$ cat src/hdl/mdd_pkg.sv
// ----------------------------------------------------------------------------
// mdd_pkg
// Shared types and constants for the marker-delimited message deframer.
// ----------------------------------------------------------------------------
package mdd_pkg;

    localparam int BYTE_W = 8;
    localparam int LEN_W  = 16;
    localparam int CFG_W  = 16;
    localparam int CIDX_W = 2;

    // Mode codes
    localparam logic [1:0] MODE_HUNT = 2'd0;
    localparam logic [1:0] MODE_LEAD = 2'd1;
    localparam logic [1:0] MODE_BODY = 2'd2;
    localparam logic [1:0] MODE_SKIP = 2'd3;

    // Register indexes
    localparam logic [CIDX_W-1:0] CFG_PREFIX_CHAR  = 2'd0;
    localparam logic [CIDX_W-1:0] CFG_SUFFIX_CHAR  = 2'd1;
    localparam logic [CIDX_W-1:0] CFG_MAX_BODY_LEN = 2'd2;

    // Register reset values
    localparam logic [BYTE_W-1:0] PREFIX_CHAR_RST  = 8'd43;
    localparam logic [BYTE_W-1:0] SUFFIX_CHAR_RST  = 8'd126;
    localparam logic [LEN_W-1:0]  MAX_BODY_LEN_RST = 16'd1024;

    typedef struct packed {
        logic push;
        logic clear;
    } mdd_dl_ctrl_t;

endpackage

$ cat src/hdl/mdd_in_if.sv
// ----------------------------------------------------------------------------
// mdd_in_if
// Received-byte channel: valid/ready handshake with one byte per item.
// ----------------------------------------------------------------------------
interface mdd_in_if;
    import mdd_pkg::*;

    logic              valid;
    logic              ready;
    logic [BYTE_W-1:0] rx_byte;

    modport source (output valid, output rx_byte, input ready);
    modport sink (input valid, input rx_byte, output ready);
endinterface

$ cat src/hdl/mdd_out_if.sv
// ----------------------------------------------------------------------------
// mdd_out_if
// Result channel: valid/ready handshake carrying body bytes and message events.
// ----------------------------------------------------------------------------
interface mdd_out_if;
    import mdd_pkg::*;

    logic              valid;
    logic              ready;
    logic              data_valid;
    logic [BYTE_W-1:0] data_byte;
    logic              end_of_message;
    logic              aborted;
    logic [LEN_W-1:0]  msg_length;

    modport source (output valid, output data_valid, output data_byte,
                    output end_of_message, output aborted, output msg_length,
                    input ready);
    modport sink (input valid, input data_valid, input data_byte,
                  input end_of_message, input aborted, input msg_length,
                  output ready);
endinterface

$ cat src/hdl/mdd_delay_line.sv
// ----------------------------------------------------------------------------
// mdd_delay_line
// Tail delay line holding the last DEPTH body bytes, with a fill count.
// ----------------------------------------------------------------------------
module mdd_delay_line #(
    parameter int DEPTH = 8
) (
    input  logic                      clk,
    input  logic                      rst_n,
    input  mdd_pkg::mdd_dl_ctrl_t     ctrl,
    input  logic [mdd_pkg::BYTE_W-1:0] din,
    output logic                      full,
    output logic [mdd_pkg::BYTE_W-1:0] head
);
    import mdd_pkg::*;

    localparam int FILL_W = $clog2(DEPTH + 1);
    localparam logic [FILL_W-1:0] FILL_MAX = FILL_W'(DEPTH);

    logic [BYTE_W-1:0] shift_reg [DEPTH];
    logic [FILL_W-1:0] fill_reg;
    logic [FILL_W-1:0] fill_next;

    assign full = (fill_reg == FILL_MAX);
    assign head = shift_reg[0];

    always_comb
    begin
        fill_next = fill_reg;
        if (ctrl.clear)
        begin
            fill_next = '0;
        end
        else if (ctrl.push && !full)
        begin
            fill_next = fill_reg + 1'b1;
        end
    end

    always_ff @(posedge clk or negedge rst_n)
    begin
        if (!rst_n)
        begin
            fill_reg <= '0;
        end
        else
        begin
            fill_reg <= fill_next;
        end
    end

    // oldest byte sits at entry 0
    always_ff @(posedge clk)
    begin
        if (ctrl.push)
        begin
            for (int i = 0; i < DEPTH - 1; i++)
            begin
                shift_reg[i] <= shift_reg[i+1];
            end
            shift_reg[DEPTH-1] <= din;
        end
    end

endmodule

$ cat src/hdl/marker_delimited_message_deframer_top.sv
// ----------------------------------------------------------------------------
// marker_delimited_message_deframer_top
// Finds messages framed by repeated prefix and suffix bytes and streams bodies.
// ----------------------------------------------------------------------------
// Usage:
//   rx_item carries one received byte per item. res carries one result per
//   item that yields a body byte, an end of message or an abort; other items
//   give no result. Body bytes come out MARKER_LEN bytes late, so the end
//   marker itself is never delivered; end_of_message carries the body length.
//   Throughput is one byte per cycle. A result is registered and shows on res
//   the cycle after its byte is accepted. The output register is refilled in
//   the same cycle it is drained, so rx_item stalls only while res holds a
//   result that the receiver does not take.
//   Registers are written through cfg_we/cfg_index/cfg_data; the user keeps
//   writes to idle times, unchecked by the block; other indexes are ignored.
//   Reset sets the registers to their defaults, empties the output register
//   and starts hunting for a prefix run. No clearing pass is needed.
// ----------------------------------------------------------------------------
module marker_delimited_message_deframer_top #(
    parameter int MARKER_LEN = 8
) (
    input  logic                        clk,
    input  logic                        rst_n,
    mdd_in_if.sink                      rx_item,
    mdd_out_if.source                   res,
    input  logic                        cfg_we,
    input  logic [mdd_pkg::CIDX_W-1:0]  cfg_index,
    input  logic [mdd_pkg::CFG_W-1:0]   cfg_data
);
    import mdd_pkg::*;

    localparam int RUN_W = $clog2(MARKER_LEN + 1);
    localparam logic [RUN_W-1:0] RUN_FULL = RUN_W'(MARKER_LEN);
    localparam logic [LEN_W-1:0] MARK_LEN = LEN_W'(MARKER_LEN);

    logic [BYTE_W-1:0] prefix_char_reg;
    logic [BYTE_W-1:0] suffix_char_reg;
    logic [LEN_W-1:0]  max_body_len_reg;

    logic [1:0]        mode_reg, mode_next;
    logic [RUN_W-1:0]  prefix_run_reg, prefix_run_next;
    logic [RUN_W-1:0]  suffix_run_reg, suffix_run_next;
    logic [LEN_W-1:0]  body_count_reg, body_count_next;

    logic              res_valid_reg, res_valid_next;
    logic              data_valid_reg, data_valid_next;
    logic [BYTE_W-1:0] data_byte_reg, data_byte_next;
    logic              eom_reg, eom_next;
    logic              aborted_reg, aborted_next;
    logic [LEN_W-1:0]  msg_length_reg, msg_length_next;

    mdd_dl_ctrl_t      dl_ctrl;
    logic              dl_full;
    logic [BYTE_W-1:0] dl_head;

    logic              accept;
    logic              is_prefix;
    logic              is_suffix;
    logic              do_hunt;
    logic              do_body;
    logic [RUN_W-1:0]  hunt_run;
    logic [RUN_W-1:0]  hunt_run_inc;
    logic [RUN_W-1:0]  sfx_run_inc;
    logic [LEN_W-1:0]  count_inc;

    assign rx_item.ready = !res_valid_reg || res.ready;
    assign accept        = rx_item.valid && rx_item.ready;

    assign is_prefix = (rx_item.rx_byte == prefix_char_reg);
    assign is_suffix = (rx_item.rx_byte == suffix_char_reg);

    assign do_hunt = (mode_reg == MODE_HUNT) || ((mode_reg == MODE_SKIP) && !is_suffix);
    assign do_body = (mode_reg == MODE_BODY) || ((mode_reg == MODE_LEAD) && !is_prefix);

    // skip mode restarts the prefix run before hunting
    assign hunt_run     = (mode_reg == MODE_SKIP) ? '0 : prefix_run_reg;
    assign hunt_run_inc = (hunt_run == RUN_FULL) ? hunt_run : hunt_run + 1'b1;
    assign sfx_run_inc  = (suffix_run_reg == RUN_FULL) ? suffix_run_reg
                                                       : suffix_run_reg + 1'b1;
    assign count_inc    = body_count_reg + 1'b1;

    always_comb
    begin
        mode_next       = mode_reg;
        prefix_run_next = prefix_run_reg;
        suffix_run_next = suffix_run_reg;
        body_count_next = body_count_reg;
        dl_ctrl         = '0;

        data_valid_next = 1'b0;
        data_byte_next  = '0;
        eom_next        = 1'b0;
        aborted_next    = 1'b0;
        msg_length_next = '0;

        if (accept && do_hunt)
        begin
            mode_next = MODE_HUNT;
            if (is_prefix)
            begin
                prefix_run_next = hunt_run_inc;
                if (hunt_run_inc == RUN_FULL)
                begin
                    mode_next       = MODE_LEAD;
                    prefix_run_next = '0;
                    suffix_run_next = '0;
                    body_count_next = '0;
                    dl_ctrl.clear   = 1'b1;
                end
            end
            else
            begin
                prefix_run_next = '0;
            end
        end
        else if (accept && do_body)
        begin
            mode_next       = MODE_BODY;
            dl_ctrl.push    = 1'b1;
            body_count_next = count_inc;
            suffix_run_next = is_suffix ? sfx_run_inc : '0;
            if (dl_full)
            begin
                data_valid_next = 1'b1;
                data_byte_next  = dl_head;
            end
            if (suffix_run_next == RUN_FULL)
            begin
                eom_next        = 1'b1;
                msg_length_next = count_inc - MARK_LEN;
                mode_next       = MODE_SKIP;
            end
            else if (count_inc >= max_body_len_reg)
            begin
                aborted_next    = 1'b1;
                data_valid_next = 1'b0;
                data_byte_next  = '0;
                mode_next       = MODE_HUNT;
                prefix_run_next = '0;
            end
        end
    end

    always_comb
    begin
        res_valid_next = res_valid_reg && !res.ready;
        if (accept)
        begin
            res_valid_next = data_valid_next || eom_next || aborted_next;
        end
    end

    always_ff @(posedge clk or negedge rst_n)
    begin
        if (!rst_n)
        begin
            prefix_char_reg  <= PREFIX_CHAR_RST;
            suffix_char_reg  <= SUFFIX_CHAR_RST;
            max_body_len_reg <= MAX_BODY_LEN_RST;
        end
        else if (cfg_we)
        begin
            unique case (cfg_index)
                CFG_PREFIX_CHAR:  prefix_char_reg  <= cfg_data[BYTE_W-1:0];
                CFG_SUFFIX_CHAR:  suffix_char_reg  <= cfg_data[BYTE_W-1:0];
                CFG_MAX_BODY_LEN: max_body_len_reg <= cfg_data[LEN_W-1:0];
                default:          ;
            endcase
        end
    end

    always_ff @(posedge clk or negedge rst_n)
    begin
        if (!rst_n)
        begin
            mode_reg       <= MODE_HUNT;
            prefix_run_reg <= '0;
            suffix_run_reg <= '0;
            body_count_reg <= '0;
            res_valid_reg  <= 1'b0;
        end
        else
        begin
            mode_reg       <= mode_next;
            prefix_run_reg <= prefix_run_next;
            suffix_run_reg <= suffix_run_next;
            body_count_reg <= body_count_next;
            res_valid_reg  <= res_valid_next;
        end
    end

    always_ff @(posedge clk)
    begin
        if (accept)
        begin
            data_valid_reg <= data_valid_next;
            data_byte_reg  <= data_byte_next;
            eom_reg        <= eom_next;
            aborted_reg    <= aborted_next;
            msg_length_reg <= msg_length_next;
        end
    end

    mdd_delay_line #(
        .DEPTH (MARKER_LEN)
    ) u_delay_line (
        .clk   (clk),
        .rst_n (rst_n),
        .ctrl  (dl_ctrl),
        .din   (rx_item.rx_byte),
        .full  (dl_full),
        .head  (dl_head)
    );

    assign res.valid          = res_valid_reg;
    assign res.data_valid     = data_valid_reg;
    assign res.data_byte      = data_byte_reg;
    assign res.end_of_message = eom_reg;
    assign res.aborted        = aborted_reg;
    assign res.msg_length     = msg_length_reg;

endmodule
$ cat src/flat_wrapper.sv
// flat-port wrapper written by rule: the top's interface ports become plain ports
module marker_delimited_message_deframer_top_flat import mdd_pkg::*;
#(
    parameter int MARKER_LEN = 8
)
  (clk, rst_n, cfg_we, cfg_index, cfg_data, rx_item_valid, rx_item_rx_byte, rx_item_ready, res_valid, res_data_valid, res_data_byte, res_end_of_message, res_aborted, res_msg_length, res_ready);
  mdd_in_if rx_item_i ();
  mdd_out_if res_i ();
  input  logic clk;
  input  logic rst_n;
  input  logic cfg_we;
  input  logic [mdd_pkg::CIDX_W-1:0] cfg_index;
  input  logic [mdd_pkg::CFG_W-1:0] cfg_data;
  input wire logic [$bits(rx_item_i.valid)-1:0] rx_item_valid;
  input wire logic [$bits(rx_item_i.rx_byte)-1:0] rx_item_rx_byte;
  output wire logic [$bits(rx_item_i.ready)-1:0] rx_item_ready;
  output wire logic [$bits(res_i.valid)-1:0] res_valid;
  output wire logic [$bits(res_i.data_valid)-1:0] res_data_valid;
  output wire logic [$bits(res_i.data_byte)-1:0] res_data_byte;
  output wire logic [$bits(res_i.end_of_message)-1:0] res_end_of_message;
  output wire logic [$bits(res_i.aborted)-1:0] res_aborted;
  output wire logic [$bits(res_i.msg_length)-1:0] res_msg_length;
  input wire logic [$bits(res_i.ready)-1:0] res_ready;
  assign rx_item_i.valid = rx_item_valid;
  assign rx_item_i.rx_byte = rx_item_rx_byte;
  assign rx_item_ready = rx_item_i.ready;
  assign res_valid = res_i.valid;
  assign res_data_valid = res_i.data_valid;
  assign res_data_byte = res_i.data_byte;
  assign res_end_of_message = res_i.end_of_message;
  assign res_aborted = res_i.aborted;
  assign res_msg_length = res_i.msg_length;
  assign res_i.ready = res_ready;
  marker_delimited_message_deframer_top #(.MARKER_LEN(MARKER_LEN)) u_core (.clk(clk), .rst_n(rst_n), .rx_item(rx_item_i), .res(res_i), .cfg_we(cfg_we), .cfg_index(cfg_index), .cfg_data(cfg_data));
endmodule
$ cat config.mk
export PLATFORM = sky130hd
export DESIGN_NAME = marker_delimited_message_deframer_top_flat
export DESIGN_NICKNAME = d
export VERILOG_FILES = /design/src/hdl/mdd_pkg.sv /design/src/hdl/mdd_in_if.sv /design/src/hdl/mdd_out_if.sv /design/src/hdl/mdd_delay_line.sv /design/src/hdl/marker_delimited_message_deframer_top.sv /design/src/flat_wrapper.sv
export SDC_FILE = /design/constraint.sdc
export NUM_CORES = 1
export LEC_CHECK = 0
export BUFFER_PORTS_ARGS = -buffer_cell sky130_fd_sc_hd__buf_2
export CORE_UTILIZATION = 45
export CTS_BUF_LIST = sky130_fd_sc_hd__clkbuf_8
export CTS_CLUSTER_DIAMETER = 40
export DETAILED_ROUTE_END_ITERATION = 6
export SETUP_SLACK_MARGIN = 0.1
export SYNTH_ARGS = -nofsm -noshare
export SYNTH_HDL_FRONTEND = slang
export SYNTH_SLANG_ARGS = --single-unit
$ cat constraint.sdc
create_clock -name clk -period 5 [get_ports clk]
set_input_delay 1.25 -clock clk [delete_from_list [all_inputs] [get_ports clk]]
set_output_delay 1.25 -clock clk [all_outputs]
set_load 0.02 [all_outputs]
# Word-level counts from Yosys, hierarchy flattened
# Memory sizes are Yosys's and may differ from the RTL's.
# Index checks and enable logic that the tools add are counted.
[op_classes]
addsub = 5
n_lt_le_gt_ge = 1
eq_ne = 15
n_mux = 49
n_bitwise = 2
n_reduce_logical = 29
[op_table]
columns = ["cell", "count"]
rows = [
  ["$mux 16", 4],
  ["$mux 4", 16],
  ["$mux 8", 3],
  ["$mux 1", 21],
  ["$eq 4x4->1 const B", 5],
  ["$add 16x1->16 const B", 1],
  ["$eq 8x8->1", 2],
  ["$ge 16x16->1", 1],
  ["$sub 16x4->16 const B", 1],
  ["$add 4x1->4 const B", 3],
  ["$mux 2", 5],
  ["$logic_and 1x1->1", 7],
  ["$eq 2x2->1 const B", 3],
  ["$reduce_and 2->1", 3],
  ["$reduce_and 3->1", 2],
  ["$reduce_bool 2->1", 3],
  ["$logic_not 1->1", 5],
  ["$logic_or 1x1->1", 5],
  ["$eq 2x1->1 const B", 2],
  ["$logic_not 2->1", 2],
  ["$ne 2x1->1 const B", 2],
  ["$reduce_or 3->1", 1],
  ["$ne 2x2->1 const B", 1],
  ["$not 1->1", 2],
  ["$reduce_or 2->1", 1],
]
[word_totals]
ff_bits = 90
mem_bits_rw = 64
input_bits = 31
wordCells = 116
memories = 1
[mem_list]
columns = ["memory", "words", "word_bits", "read_ports", "rd_ports_with_merged_regs", "wr", "line_no", "text"]
rows = [
  ["u_core.u_delay_line.shift_reg", 8, 8, 8, 0, 8, "mdd_delay_line.sv:20", "logic [BYTE_W-1:0] shift_reg [DEPTH];"],
]

# Longest topological paths before layout
# Gate-level depths: netlist (run 1).
[logic_depth]
ltp_word = 10
ltp_mapped = 13
ltp_nobuf = 12

# Hierarchy
# A second synthesis (run 1) with hierarchy kept.
[unflattened]
hier_cells = 567
area_unflattened_um2 = 7234.4
[modules_own_cells]
columns = ["module", "instances", "cells_per_inst", "area_each_um2", "seq_area_each_um2"]
rows = [
  ["marker_delimited_message_deframer_top", 1, 471, 5019.8, 2301.0],
  ["mdd_delay_line", 1, 96, 2214.6, 2021.9],
]

# Worst setup path before layout (run 1)
# No wires, ideal clock.
[synth_path]
path_kind = "input -> register"
from = "input port res_ready"
to = "memory u_core.u_delay_line.shift_reg[0][0], enable pin"
arrival_ns = 4.891
setup_slack_ns = -0.344
cell_stages = 8
n_path_buf = 2
cell_sequence = "nand2b_1 -> nand2_1 -> inv_1 -> nand3b_1 -> o22a_1 -> buf_1 -> inv_1 -> clkbuf_1"
[synth_rtl]
columns = ["item", "line_no", "text"]
rows = [
  ["start: declaration", "flat_wrapper.sv:23", "input wire logic [$bits(res_i.ready)-1:0] res_ready;"],
  ["end: declaration", "mdd_delay_line.sv:20", ""],
]

# Worst setup path after layout (run 1)
[layout_path]
from = "register u_core.body_count_reg[0]"
to = "register u_core.data_byte_reg[5] (netlist: u_core.res.data_byte[5]) (data pin)"
[layout_via]
elab_chain_len = 4
[layout_rtl]
columns = ["item", "line_no", "text"]
rows = [
  ["start: declaration", "marker_delimited_message_deframer_top.sv:43", "logic [LEN_W-1:0] body_count_reg, body_count_next;"],
  ["start signal: assignment", "marker_delimited_message_deframer_top.sv:187", "body_count_reg <= body_count_next;"],
  ["$add 16x1->16", "marker_delimited_message_deframer_top.sv:80", "assign count_inc = body_count_reg + 1'b1;"],
  ["$ge 16x16->1", "marker_delimited_message_deframer_top.sv:133", "else if (count_inc >= max_body_len_reg)"],
  ["$mux 8", "marker_delimited_message_deframer_top.sv:133", ""],
  ["$mux 8", "marker_delimited_message_deframer_top.sv:127", "if (suffix_run_next == RUN_FULL)"],
  ["end signal: assignment", "marker_delimited_message_deframer_top.sv:197", "data_byte_reg <= data_byte_next;"],
  ["end: declaration", "marker_delimited_message_deframer_top.sv:47", "logic [BYTE_W-1:0] data_byte_reg, data_byte_next;"],
]
# No other way between the ends.
# A chain may end at the register's enable or synchronous reset.

==> flow_metrics.py, run 1 <==
metrics = {
    "placement": {
        "dp_hpwl_um": 9241,
        "port_buffers": 59,
        "worst_setup_timing_slack_at_the_placement_stage_ns": 0.8812,
        "gpl.final_weighted_congestion": 0.8838,
    },
    "floorplan": {
        "rows": 45,
        "die_width_um": 126.7,
        "initial_utilization_pct": 46.05,
        "die_height_um": 126.7,
        "fp.coreArea_um2": 15200,
        "floorplan.io_pins": 60,
        "area_of_the_die_um2": 16060,
    },
    "yosys": {
        "avgSynthCellArea_um2": 12.87,
        "dominant_synthesized_flop_cell": "sky130_fd_sc_hd__edfxtp_1",
        "ys_warn_count": 0,
        "ys_seq_elements": 154,
        "syn-cell-area_um2": 7000,
        "synth_cell_types": 55,
        "postSynthNetCount": 599,
        "synth_largest_area_cell": "sky130_fd_sc_hd__edfxtp_1",
        "synthDominantCellAreaShare_pct": 39.03,
        "number_of_flops_mapped_to_enable_cells_by_yosys": 91,
        "ys_async_sr_fraction_pct": 40.91,
        "postSynthCellCount": 544,
        "most_frequent_cell_after_synthesis": "sky130_fd_sc_hd__edfxtp_1",
        "ys_top_cells_by_area": "sky130_fd_sc_hd__edfxtp_1 (39%), sky130_fd_sc_hd__dfrtp_1 (19%), sky130_fd_sc_hd__mux2_2 (5.3%), sky130_fd_sc_hd__ha_1 (4.3%), sky130_fd_sc_hd__dfstp_2 (4.1%)",
        "synth_seq_area_share_pct": 61.75,
        "synth.cells.most_frequent": "sky130_fd_sc_hd__edfxtp_1 (91), sky130_fd_sc_hd__dfrtp_1 (52), sky130_fd_sc_hd__inv_1 (45)",
    },
    "global_route": {
        "grt_antenna_before_repair": 0,
        "global_route.usage.total_pct": 17.29,
        "grt_pass1_wl_um": 21250,
        "grt_max_degree": 70,
        "first_global_vias": 4200,
        "grt-ovfl-total": 0,
    },
    "sta": {
        "max_freq_mhz": 241.0,
        "finalHoldViolations": 0,
        "setup_skew_ns": 0.01031,
        "fin_worst_setup_slack_ns": 0.8513,
        "setup_viol_count_final": 0,
        "pins_over_slew_limit": 0,
        "maxSlewHeadroom_pct": 24.85,
        "worst_slew_pin_slew_ns": 1.125,
        "min_period_over_period_pct": 82.97,
        "post-route-min-period_ns": 4.149,
        "rsz0062_at_grt": "false",
        "timing.setup.tns_ns": 0,
    },
    "clock_tree": {
        "clock_tree_from_tritoncts": "done",
        "worstSkewPairLatency_ns": 0.45,
        "cts_resized": 0,
        "clk_transition_reported_paths_ns": 0.09,
        "ctsHtreeMaxLevel": 4,
        "cts.root.buffer_cell": "sky130_fd_sc_hd__clkbuf_8",
        "post-cts-setup-buffers": 0,
        "cts_buffers": 17,
        "clock_sink_count": 154,
        "count_of_hold_buffers_inserted_by_post_cts_repair": 0,
        "max-clock-path-buffers": 2,
    },
    "critical_path": {
        "r2r-start": "u_core.body_count_reg[0]",
        "crit_path_start": "u_core.body_count_reg[0]",
        "largest_fanout_on_the_critical_path": 9,
        "reg2reg_to": "u_core.res.data_byte[5]",
        "worst_r2r_path_depth": 12,
        "critPathCapture": "u_core.res.data_byte[5]",
        "setup.worst_path.start_class": "flip-flop",
        "worstPathRequired_ns": 5.32,
        "end_kind": "flip-flop",
        "worst_r2r_setup_slack_ns": 0.85,
        "setup.worst_path.class": "flip-flop to flip-flop",
        "cp.arrival_ns": 4.47,
    },
    "final_layout": {
        "layout.filler_cells": 1369,
        "fraction_of_final_layout_cells_sized_beyond_drive_strength_1_pct": 23.14,
        "layout.nets": 660,
        "area_growth_syn_to_layout_pct": 12.10,
        "register_area_um2": 4323,
        "post-route-util_pct": 51.62,
        "flip_flop_count_of_the_largest_register_all_copies_and_words_added": 64,
        "area_of_the_multi_input_gates_um2": 2409,
        "insertedDiodeCount": 0,
    },
    "run_status": {
        "outcome": "completed",
    },
    "drt": {
        "drc_errors": 0,
        "vias_per_cell": 5.339,
        "highest_layer": "met4",
        "met3_length_um": 645,
        "wl_per_cell_um": 16.07,
        "drt-initial-drc-count": 189,
        "detailedRoute.firstPassIterationCount": 7,
        "wl_met1_um": 6221,
        "antenna_violating_nets_post_route": 0,
        "via_count": 4303,
        "detailroute.wirelength.met2_um": 5897,
        "routed_wirelength_um": 12950,
    },
    "hold_path": {
        "min_delay_path_depth": 0,
        "worst_hold_path_type": "flip-flop to flip-flop",
    },
    "flow_run": {
        "timing.max_cap.violations": 0,
    },
    "pwr": {
        "finalPower_w": 0.003495,
        "total_leakage_power_nw": 3.244,
        "ir_worst_vdd_uv": 194.7,
        "powerDensity_nw_per_um2": 445.4,
    },
}
==> worst max-delay path, cell delays in order (launching register included) <==
cell	delay, ns
sky130_fd_sc_hd__dfrtp_1	0.50
sky130_fd_sc_hd__ha_1	0.39
sky130_fd_sc_hd__nand4_1	0.24
sky130_fd_sc_hd__nor3_1	0.72
sky130_fd_sc_hd__nand3_1	0.18
sky130_fd_sc_hd__xnor2_1	0.32
sky130_fd_sc_hd__ha_1	0.29
sky130_fd_sc_hd__and4_1	0.22
sky130_fd_sc_hd__nand3_1	0.07
sky130_fd_sc_hd__o32a_1	0.14
sky130_fd_sc_hd__nand3_1	0.21
sky130_fd_sc_hd__a211oi_2	0.53
sky130_fd_sc_hd__and2_1	0.21
==> area by class of cell <==
| class | count | area share, % |
|---|---|---|
| clock inverters | 14 | 1.706 |
| repair buffers | 62 | 4.209 |
| multi-input cells | 325 | 30.69 |
| clock buffers | 18 | 3.157 |
| flip-flops and latches | 154 | 55.09 |
| inverters | 45 | 2.152 |
| well taps | 188 | 2.997 |
==> where the power goes <==
part,leakage [nW],total (W),switching (W),internal [W]
clock,0.197,0.000904,0.000487,0.000417
combinational,1.40,0.000720,0.000454,0.000266
sequential,1.65,0.00187,0.000140,0.00173
==> worst min-delay path by stage <==
stage                                               startpoint                                    to  slack, ns
after floorplan            u_core.u_delay_line.shift_reg[0][8]   u_core.u_delay_line.shift_reg[0][0]       0.40
after global placement    u_core.u_delay_line.shift_reg[1][11]   u_core.u_delay_line.shift_reg[1][3]       0.40
after detailed placement  u_core.u_delay_line.shift_reg[0][28]  u_core.u_delay_line.shift_reg[0][20]       0.40
after CTS                 u_core.u_delay_line.shift_reg[1][17]   u_core.u_delay_line.shift_reg[1][9]       0.42
after global routing      u_core.u_delay_line.shift_reg[1][17]   u_core.u_delay_line.shift_reg[1][9]       0.43
final                     u_core.u_delay_line.shift_reg[1][16]   u_core.u_delay_line.shift_reg[1][8]       0.41
==> per-stage QoR <==
step	std cells	area (um^2)	hold WS, ns
6_report	806	7848	0.4148
5_1_grt	806	7848	0.4285
4_1_cts	806	7848	0.4185
3_5_place_dp	774	7466	0.4045
3_3_place_gp	774	7466	0.4009
2_1_floorplan	544	7002	0.4003
==> routing by layer <==
layer  vias to the layer above  global-route usage [%]
met2                       103                   27.01
met3                        15                   4.218
met1                      2086                   23.39
met5                         -                       0
met4                         0                   6.723
li1                       2099                       -
==> placed cells by master, fill, tap and decap left out, types with 14 or more instances in the layout <==
| cell | count |
|---|---|
| sky130_fd_sc_hd__a21oi_1 | 14 |
| sky130_fd_sc_hd__buf_2 | 59 |
| sky130_fd_sc_hd__clkbuf_8 | 18 |
| sky130_fd_sc_hd__dfrtp_1 | 52 |
| sky130_fd_sc_hd__edfxtp_1 | 91 |
| sky130_fd_sc_hd__ha_1 | 24 |
| sky130_fd_sc_hd__inv_1 | 45 |
| sky130_fd_sc_hd__mux2_2 | 33 |
| sky130_fd_sc_hd__nand2_1 | 24 |
| sky130_fd_sc_hd__nand3_1 | 23 |
| sky130_fd_sc_hd__nor2_1 | 27 |
| sky130_fd_sc_hd__o21ai_0 | 16 |
| sky130_fd_sc_hd__xnor2_1 | 22 |
| sky130_fd_sc_hd__xor2_1 | 16 |
==> kinds of logic after synthesis <==
kind of cell,after synthesis,synth area share [%]
DFF,154,61.75
xor gates and xnor gates,38,4.754
buffers and inverters,65,3.843
muxes,40,6.309
adders and majority gates,24,4.290
AOI/OAI and AO/OA,77,7.793
and+or+nand+nor,146,11.26
No activity file was read; power rests on OpenSTA's default activity.
==> inputs of run 2 (changes only) <==
PLACE_DENSITY = 0.65   (was default)
clock period = 3.35 ns   (was 5 ns; I/O delays follow)
==> run 2 against run 1 <==
  * Utilization is 1.7 points higher
  * Global-route usage increased by 0.57 points
  * Sequential share of layout area fell by 1.7 points
  * Non-clock buffer count is 25 higher
  * Sequential cell count unchanged
  * Count of clock-buffer cells in the layout fell by 1
  * Clock power grew 40%
  * Wire length grew 3.2%
  * Critical path type unchanged
  * Critical endpoint is now u_core.res.data_byte[1]
  * Highest routed layer unchanged
==> flow_metrics.py, run 2 (same netlist as run 1, synthesis figures left out) <==
metrics = {
    "critical_path": {
        "end_kind": "flip-flop",
        "cp.arrival_ns": 3.26,
        "setup.worst_path.class": "flip-flop to flip-flop",
        "setup.worst_path.start_class": "flip-flop",
        "worstPathRequired_ns": 3.55,
        "worst_r2r_setup_slack_ns": 0.28,
        "reg2reg_to": "u_core.res.data_byte[1]",
        "worst_r2r_path_depth": 12,
        "largest_fanout_on_the_critical_path": 9,
        "r2r-start": "u_core.body_count_reg[9]",
    },
    "pwr": {
        "seq_power_share_pct": 52.7,
        "power_switching_share_pct": 30.66,
        "total_leakage_power_nw": 3.392,
        "power_report.internal_total_w": 0.003632,
        "ir_worst_vdd_uv": 388.7,
        "clockPowerShare_pct": 24.2,
        "power.net_switching_w": 0.001606,
        "powerDensity_nw_per_um2": 645.7,
        "combPwrFrac_pct": 23.2,
    },
    "drt": {
        "drc_errors": 0,
        "antenna_violating_nets_post_route": 0,
        "detailedRoute.firstPassIterationCount": 4,
        "routed_wirelength_um": 13360,
        "drt-initial-drc-count": 370,
        "wl_per_cell_um": 16.08,
        "via_count": 4447,
        "vias_per_cell": 5.351,
    },
    "sta": {
        "maxSlewHeadroom_pct": 42.41,
        "fin_worst_setup_slack_ns": 0.2815,
        "rsz0062_at_grt": "false",
        "post-route-min-period_ns": 3.069,
        "min_period_over_period_pct": 91.60,
        "finalHoldViolations": 0,
        "setup_skew_ns": 0.01096,
        "setup_viol_count_final": 0,
        "timing.setup.tns_ns": 0,
        "worst_slew_pin_slew_ns": 0.8612,
        "max_freq_mhz": 325.9,
        "pins_over_slew_limit": 0,
    },
    "floorplan": {
        "die_height_um": 126.7,
        "fp.coreArea_um2": 15200,
        "rows": 45,
        "floorplan.io_pins": 60,
        "area_of_the_die_um2": 16060,
        "initial_utilization_pct": 46.05,
        "die_width_um": 126.7,
    },
    "clock_tree": {
        "ctsHtreeMaxLevel": 4,
        "clock_sink_count": 154,
        "clock_tree_from_tritoncts": "done",
        "worstSkewPairLatency_ns": 0.44,
        "count_of_hold_buffers_inserted_by_post_cts_repair": 0,
        "cts.root.buffer_cell": "sky130_fd_sc_hd__clkbuf_8",
        "clk_transition_reported_paths_ns": 0.08,
        "cts_buffers": 17,
        "max-clock-path-buffers": 2,
    },
    "final_layout": {
        "layout.filler_cells": 1289,
        "layout.nets": 685,
        "layout.cells.most_common_list": "sky130_fd_sc_hd__edfxtp_1 (91), sky130_fd_sc_hd__buf_2 (59), sky130_fd_sc_hd__dfrtp_1 (49), sky130_fd_sc_hd__inv_1 (44), sky130_fd_sc_hd__mux2_2 (33)",
        "layout_commonest_cell": "sky130_fd_sc_hd__edfxtp_1",
        "flip_flop_count_of_the_largest_register_all_copies_and_words_added": 64,
        "final_cell_area_um2": 8112,
        "fraction_of_final_layout_cells_sized_beyond_drive_strength_1_pct": 28.77,
        "area_growth_syn_to_layout_pct": 15.87,
        "insertedDiodeCount": 0,
    },
    "placement": {
        "gpl.final_weighted_congestion": 0.9189,
        "port_buffers": 59,
        "placedInstanceArea_um2": 7660,
        "worst_setup_timing_slack_at_the_placement_stage_ns": -0.01983,
        "dp_hpwl_um": 9614,
    },
    "global_route": {
        "grt_max_degree": 67,
        "first_global_vias": 4347,
        "grt_pass1_wl_um": 21830,
        "grt-ovfl-total": 0,
        "global_route.usage.total_pct": 17.86,
        "grt_antenna_before_repair": 0,
    },
    "hold_path": {
        "min_delay_path_depth": 0,
        "hold_path_end": "u_core.u_delay_line.shift_reg[1][21]",
        "hold_path.startpoint": "u_core.u_delay_line.shift_reg[1][29]",
        "worst_hold_path_type": "flip-flop to flip-flop",
    },
    "run_status": {
        "outcome": "completed",
    },
    "flow_run": {
        "timing.max_cap.violations": 0,
    },
}
[run 2: cell type report]
class	count	area (um^2)	area share, %
Tap cell	188	235.2	2.900
Clock buffer	17	234.0	2.884
Inverter	45	172.7	2.129
Clock inverter	15	121.4	1.496
Timing Repair Buffer	87	530.5	6.540
Sequential cell	154	4327	53.34
Multi-Input combinational cell	325	2491	30.71
[run 2: worst max path at each step]
stage                                        start                   endpoint  depth (start not counted)
after floorplan                          res_ready  u_core.body_count_reg[14]                          9
after global placement          rx_item_rx_byte[5]  u_core.res.msg_length[14]                          7
after detailed placement        rx_item_rx_byte[5]  u_core.res.msg_length[11]                          7
after CTS                 u_core.body_count_reg[3]    u_core.res.data_byte[1]                         12
after global routing      u_core.body_count_reg[9]    u_core.res.data_byte[1]                         12
final                     u_core.body_count_reg[9]    u_core.res.data_byte[1]                         12
[run 2: worst max-delay path, stage by stage, from the launching register on]
cell                       delay (ns)
sky130_fd_sc_hd__dfrtp_1         0.47
sky130_fd_sc_hd__nand3_2         0.21
sky130_fd_sc_hd__nor4_2          0.34
sky130_fd_sc_hd__xnor2_1         0.20
sky130_fd_sc_hd__inv_1           0.14
sky130_fd_sc_hd__ha_1            0.32
sky130_fd_sc_hd__and4_4          0.24
sky130_fd_sc_hd__nand3_1         0.06
sky130_fd_sc_hd__o32a_1          0.30
sky130_fd_sc_hd__nand3_2         0.13
sky130_fd_sc_hd__a211oi_2        0.09
sky130_fd_sc_hd__buf_4           0.17
sky130_fd_sc_hd__and2_1          0.16
[run 2: power groups by stage]
stage          combinational [W]  clock [W]  sequential, W
6_report                 0.00121    0.00127        0.00276
5_1_grt                  0.00136    0.00138        0.00281
4_1_cts                  0.00122    0.00131        0.00276
3_3_place_gp             0.00118          0        0.00277
3_5_place_dp             0.00122          0        0.00280
2_1_floorplan           0.000778          0        0.00280
[run 2: what timing repair did]
action	CTS	global route
resized for setup	0	18
setup buffers	0	2
endpoints found under the setup margin	0	17
[run 2: routing by layer]
layer,vias up,GRT usage [%],share of wire (%),routed length (um)
met3,23,4.091,4.6,615
met5,-,0,0,0
met1,2150,23.47,45,6058
met2,109,28.70,48,6386
li1,2165,-,-,-
met4,0,7.423,2.3,304
[run 2: stage by stage]
stage | instances | power, W | hold slack [ns] | util [%]
after floorplan | 544 | 0.003574 | 0.4003 | -
after global placement | 797 | 0.003955 | 0.4003 | 50.39
after detailed placement | 797 | 0.004017 | 0.4045 | 50.39
after CTS | 829 | 0.005293 | 0.4190 | 52.72
after global routing | 831 | 0.005552 | 0.4311 | 53.36
final | 831 | 0.005238 | 0.4145 | 53.36
